<file path="src/rtl/core/apnc_pkg.sv">
package apnc_pkg;

    // verdict codes
    localparam logic [3:0] ST_OK        = 4'd0;
    localparam logic [3:0] ST_EMPTY     = 4'd1;
    localparam logic [3:0] ST_EMPTY_DIR = 4'd2;
    localparam logic [3:0] ST_ABSOLUTE  = 4'd3;
    localparam logic [3:0] ST_DRIVE     = 4'd4;
    localparam logic [3:0] ST_EMPTY_SEG = 4'd5;
    localparam logic [3:0] ST_DOT_SEG   = 4'd6;
    localparam logic [3:0] ST_NUL       = 4'd7;
    localparam logic [3:0] ST_BACKSLASH = 4'd8;
    localparam logic [3:0] ST_BAD_CHAR  = 4'd9;
    localparam logic [3:0] ST_TRAILING  = 4'd10;
    localparam logic [3:0] ST_RESERVED  = 4'd11;

    localparam int STEM_DEPTH = 4;

    typedef struct packed {
        logic [7:0] name_byte;
        logic       last_byte;
        logic       empty_entry;
    } t_in_req;

    typedef struct packed {
        logic [3:0] status;
        logic       is_directory;
    } t_out_req;

    // what the end-of-segment rules look at
    typedef struct packed {
        logic [2:0]                  seg_len;
        logic                        all_dots;
        logic [2:0]                  stem_len;
        logic [STEM_DEPTH-1:0][7:0]  stem_chars;
        logic [7:0]                  last_char;
    } t_seg_info;

endpackage

</file>
<file path="src/rtl/core/apnc_seg_rules.sv">
module apnc_seg_rules (
    input  apnc_pkg::t_seg_info i_seg,
    input  logic                i_target_windows,
    output logic [3:0]          o_code
);
    import apnc_pkg::*;

    logic [23:0] w_stem3;
    logic        w_reserved;

    assign w_stem3 = {i_seg.stem_chars[0], i_seg.stem_chars[1], i_seg.stem_chars[2]};

    always_comb begin
        w_reserved = 1'b0;
        if (i_seg.stem_len == 3'd3) begin
            w_reserved = (w_stem3 == "CON") || (w_stem3 == "PRN") ||
                         (w_stem3 == "AUX") || (w_stem3 == "NUL");
        end else if (i_seg.stem_len == 3'd4) begin
            w_reserved = ((w_stem3 == "COM") || (w_stem3 == "LPT")) &&
                         (i_seg.stem_chars[3] >= "1") && (i_seg.stem_chars[3] <= "9");
        end
    end

    always_comb begin
        priority if (i_seg.seg_len == 3'd0) begin
            o_code = ST_EMPTY_SEG;
        end else if (i_seg.all_dots && (i_seg.seg_len <= 3'd2)) begin
            o_code = ST_DOT_SEG;
        end else if (i_target_windows &&
                     ((i_seg.last_char == ".") || (i_seg.last_char == " "))) begin
            o_code = ST_TRAILING;
        end else if (i_target_windows && w_reserved) begin
            o_code = ST_RESERVED;
        end else begin
            o_code = ST_OK;
        end
    end

endmodule

</file>
<file path="config.mk">
export PLATFORM = sky130hd
export DESIGN_NAME = apnc_seg_rules
export DESIGN_NICKNAME = d
export VERILOG_FILES = /design/src/rtl/core/apnc_pkg.sv /design/src/rtl/core/apnc_seg_rules.sv
export SDC_FILE = /design/constraint.sdc
export NUM_CORES = 1
export LEC_CHECK = 0
export BUFFER_PORTS_ARGS = -buffer_cell sky130_fd_sc_hd__buf_2
export CAP_MARGIN = 10
export CORE_AREA = 2 2 39 41
export DETAILED_ROUTE_END_ITERATION = 10
export DIE_AREA = 0 0 41 43
export PLACE_DENSITY_LB_ADDON = 0.25
export SLEW_MARGIN = 30
export SYNTH_ARGS = -nofsm -noshare
export SYNTH_HDL_FRONTEND = slang
export SYNTH_SLANG_ARGS = --single-unit
</file>
<file path="constraint.sdc">
create_clock -name vclk -period 2.61
set_input_delay 0.522 -clock vclk [all_inputs]
set_output_delay 0.522 -clock vclk [all_outputs]
set_load 0.02 [all_outputs]
</file>
==> metrics.md <==
| Metric | Value |
|---|---|
| Area share of fa/ha/maj cells after synthesis | 0.02581 |
| Critical Path AT | 2110 ps |
| Largest family of logic cells by synthesized area | simple AND/OR/NAND/NOR gates |
| Synthesized instance count | 59 |
| RSZ-0062 raised after global routing | yes |
| Rows | 14 |
| Yosys top cell area share | 0.1161 |
| CP Capture Type | output port |
| Slew Limit Fails | 0 |
| Relative slew slack | 0.8321 |
| Seq_cells | 0 |
| YS warnings | 0 |
| Min Tclk post-route | 2630 ps |
| Final Worst Setup Slack | -20.09 ps |
| Antenna Nets Post-Route | 0 |
| Synth Net Count | approximately 110 |
| First-pass GRT wire length | 2180 um |
| Min-Delay Path Class | primary input to output port |
| Overflow after GRT | 0 |
| Per-cell routed wire length | around 12 um |
| Total routed wirelength | 1586 um |
| Clkbuf count | 0 |
| Worst setup SP type | primary input |
| Failing checks | negative setup slack |
| Die area | approximately 1800 um^2 |
| FILL cells | 140 |
| Count of input and output buffers | 52 |
| GRT Overall Usage | 0.1668 |
| Post-route total power | around 83 uW |
| Status | finished, violations left |
| Pin count of the biggest net entering global routing | 5 |
| Placed standard-cell area | about 670 um^2 |
| Die width | 41 um |
| HP Start | i_seg[46] |
| Synth Area in XOR/XNOR | 0 |
| Crit Path Max Fanout | 4 |
| Die H | 43 um |
| Compound-gate portion of the synthesized area | 0.1677 |
| Count of different cell masters after synthesis | 26 |
| Yosys top cell by area | nand3b_1 |
| Fin nets | 161 |
| Total iterations of the first detailed-routing run | 4 |
| Vias per cell | around 5.3 |
| Tcrit/Tclk final | 1.008 |
| I/O pin cnt | 52 |
| Max-cap violation count | 0 |
| Proportion of synthesized area in mux cells | 0 |
| Worst-Margin Slew | 248.3 ps |
| DRC | 0 |
| Synthesized area | 387.9 um^2 |
| Final count of hold timing violations | 0 |
| Starting Density | 0.2803 |
| Fmax achieved | approximately 380 MHz |
| Avg Cell Area, Syn | 6.574 um^2 |
| Antenna violations before repair | 0 |
| Setup violators final | 2 |
| Sequential area share after synthesis | 0 |
| Setup TNS Final | -33.22 ps |
| Req. time, crit path | 2090 ps |
| Core Box Area | 1384 um^2 |
| Number of inserted diodes | 0 |
| Pwr Density | about 110 nW/um^2 |
| Vias in the first global route | ~560 |
| DP Worst Slack | -15.80 ps |
| Leakage | 0.0003288 uW |
| Largest cells by area after synthesis | nand3b_1 12%, a21oi_1 7.7%, nor2_1 7.7%, nor4b_2 7.7%, nand4b_1 6.8% |
| Sequential Area | 0 um^2 |
| Syn-to-layout area delta | 96.13% |
| Final instance area | 760.7 um^2 |
| Share of layout cells above drive strength 1 | 0.6036 |
| Simple-gate share of the synthesized area | 0.7774 |
| Hold WS | 1366 ps |
| Crit Path Class | primary input to output port |
| Starting DRT DRC Count | 12 |
| DP Wirelength | ~1200 um |
| Maximum vdd drop | 56.14 uV |
| Postcts setup bufs | 0 |
| Hold Buf Count CTS | 0 |
| Vias | approximately 670 |
| CP startpoint | i_seg[11] |
| GP Congestion | about 0.8 |
timing repair:
item,4_1_cts,5_1_grt
endpoints found under the hold margin,0,0
pin swaps,1,8
resized for setup,5,16
setup endpoints to repair,2,3
cloned,0,0
Yosys cell counts, drive strengths merged:
| cell type | count |
|---|---|
| inv | 3 |
| a31o | 1 |
| nand3b | 6 |
| and3 | 1 |
| nor3 | 4 |
| or4 | 2 |
| o31ai | 1 |
| or3 | 1 |
| a21oi | 6 |
| a31oi | 1 |
| o21ai | 1 |
| nor4bb | 1 |
| nor2 | 8 |
| nor4 | 1 |
| nand4b | 3 |
| maj3 | 1 |
| nor4b | 4 |
| nand4 | 1 |
| nand2 | 3 |
| o21bai | 1 |
| nand3 | 4 |
| or3b | 4 |
| nor3b | 1 |
worst max-delay path: stages:
cell,delay [ps]
buf_6,100
or3b_4,400
nor4_4,310
nand4b_1,160
a21oi_2,230
o31ai_4,90
o21bai_1,150
buf_4,160
through the flow:
| stage | std cells | util |
|---|---|---|
| 3_5_place_dp | 127 | 0.4828 |
| 6_report | 127 | 0.5497 |
| 3_3_place_gp | 127 | 0.4828 |
| 5_1_grt | 127 | 0.5497 |
| 4_1_cts | 127 | 0.5054 |
| 2_1_floorplan | 59 | - |
where the power goes:
group / internal, uW / switching (uW)
registers: 0 / 0
logic: 46.0 / 36.9
clock network: 0 / 0
worst paths after layout:
path,to,cells past startpoint
worst min-delay path,o_code[2],3
worst max-delay path,o_code[0],8
cell families (layout without fill, tap and decap cells):
group                    count (synthesis)  in the layout
AND/OR/NAND/NOR                         44             44
AO/OA/AOI/OAI                           11             11
buffers and inverters                    3             55
adder cells (fa/ha/maj)                  1              1
routing by layer:
layer / wire, um / track usage / part of all wire / vias to the layer above
li1: - / - / - / 343
met1: 570 / 0.2057 / 0.36 / 293
met2: 884 / 0.3125 / 0.56 / 29
met3: 119 / 0 / 0.075 / 2
met4: 12 / 0.01333 / 0.0076 / 0
met5: 0 / 0 / 0 / -
final cells by class:
cell class	count	area, um^2	share of cell area
multi-input combinational	56	446.7	0.5872
timing repair buffer	52	282.8	0.3717
tap	16	20.02	0.02632
inverter	3	11.26	0.01480
placed cells by master, fill, tap and decap left out:
cell type and count:
inv_1 3, nand3b_1 6, a31o_2 1, nor4_4 1, and3_1 1, nor4b_2 1, a21oi_2 3, o31ai_4 1
a21oi_1 3, or3b_2 1, nor2_1 7, nor4bb_1 1, or4_1 2, buf_2 46, buf_6 2, o21bai_1 1
nor3b_2 1, or3b_4 3, nor4b_4 2, nand4_1 1, nor4b_1 1, or3_1 1, nor3_1 4, nand4b_1 3
nand3_1 4, o21ai_0 1, maj3_1 1, nor2_2 1, nand2_1 3, buf_4 4, a31oi_1 1
No activity file was read; power rests on OpenSTA's default activity.
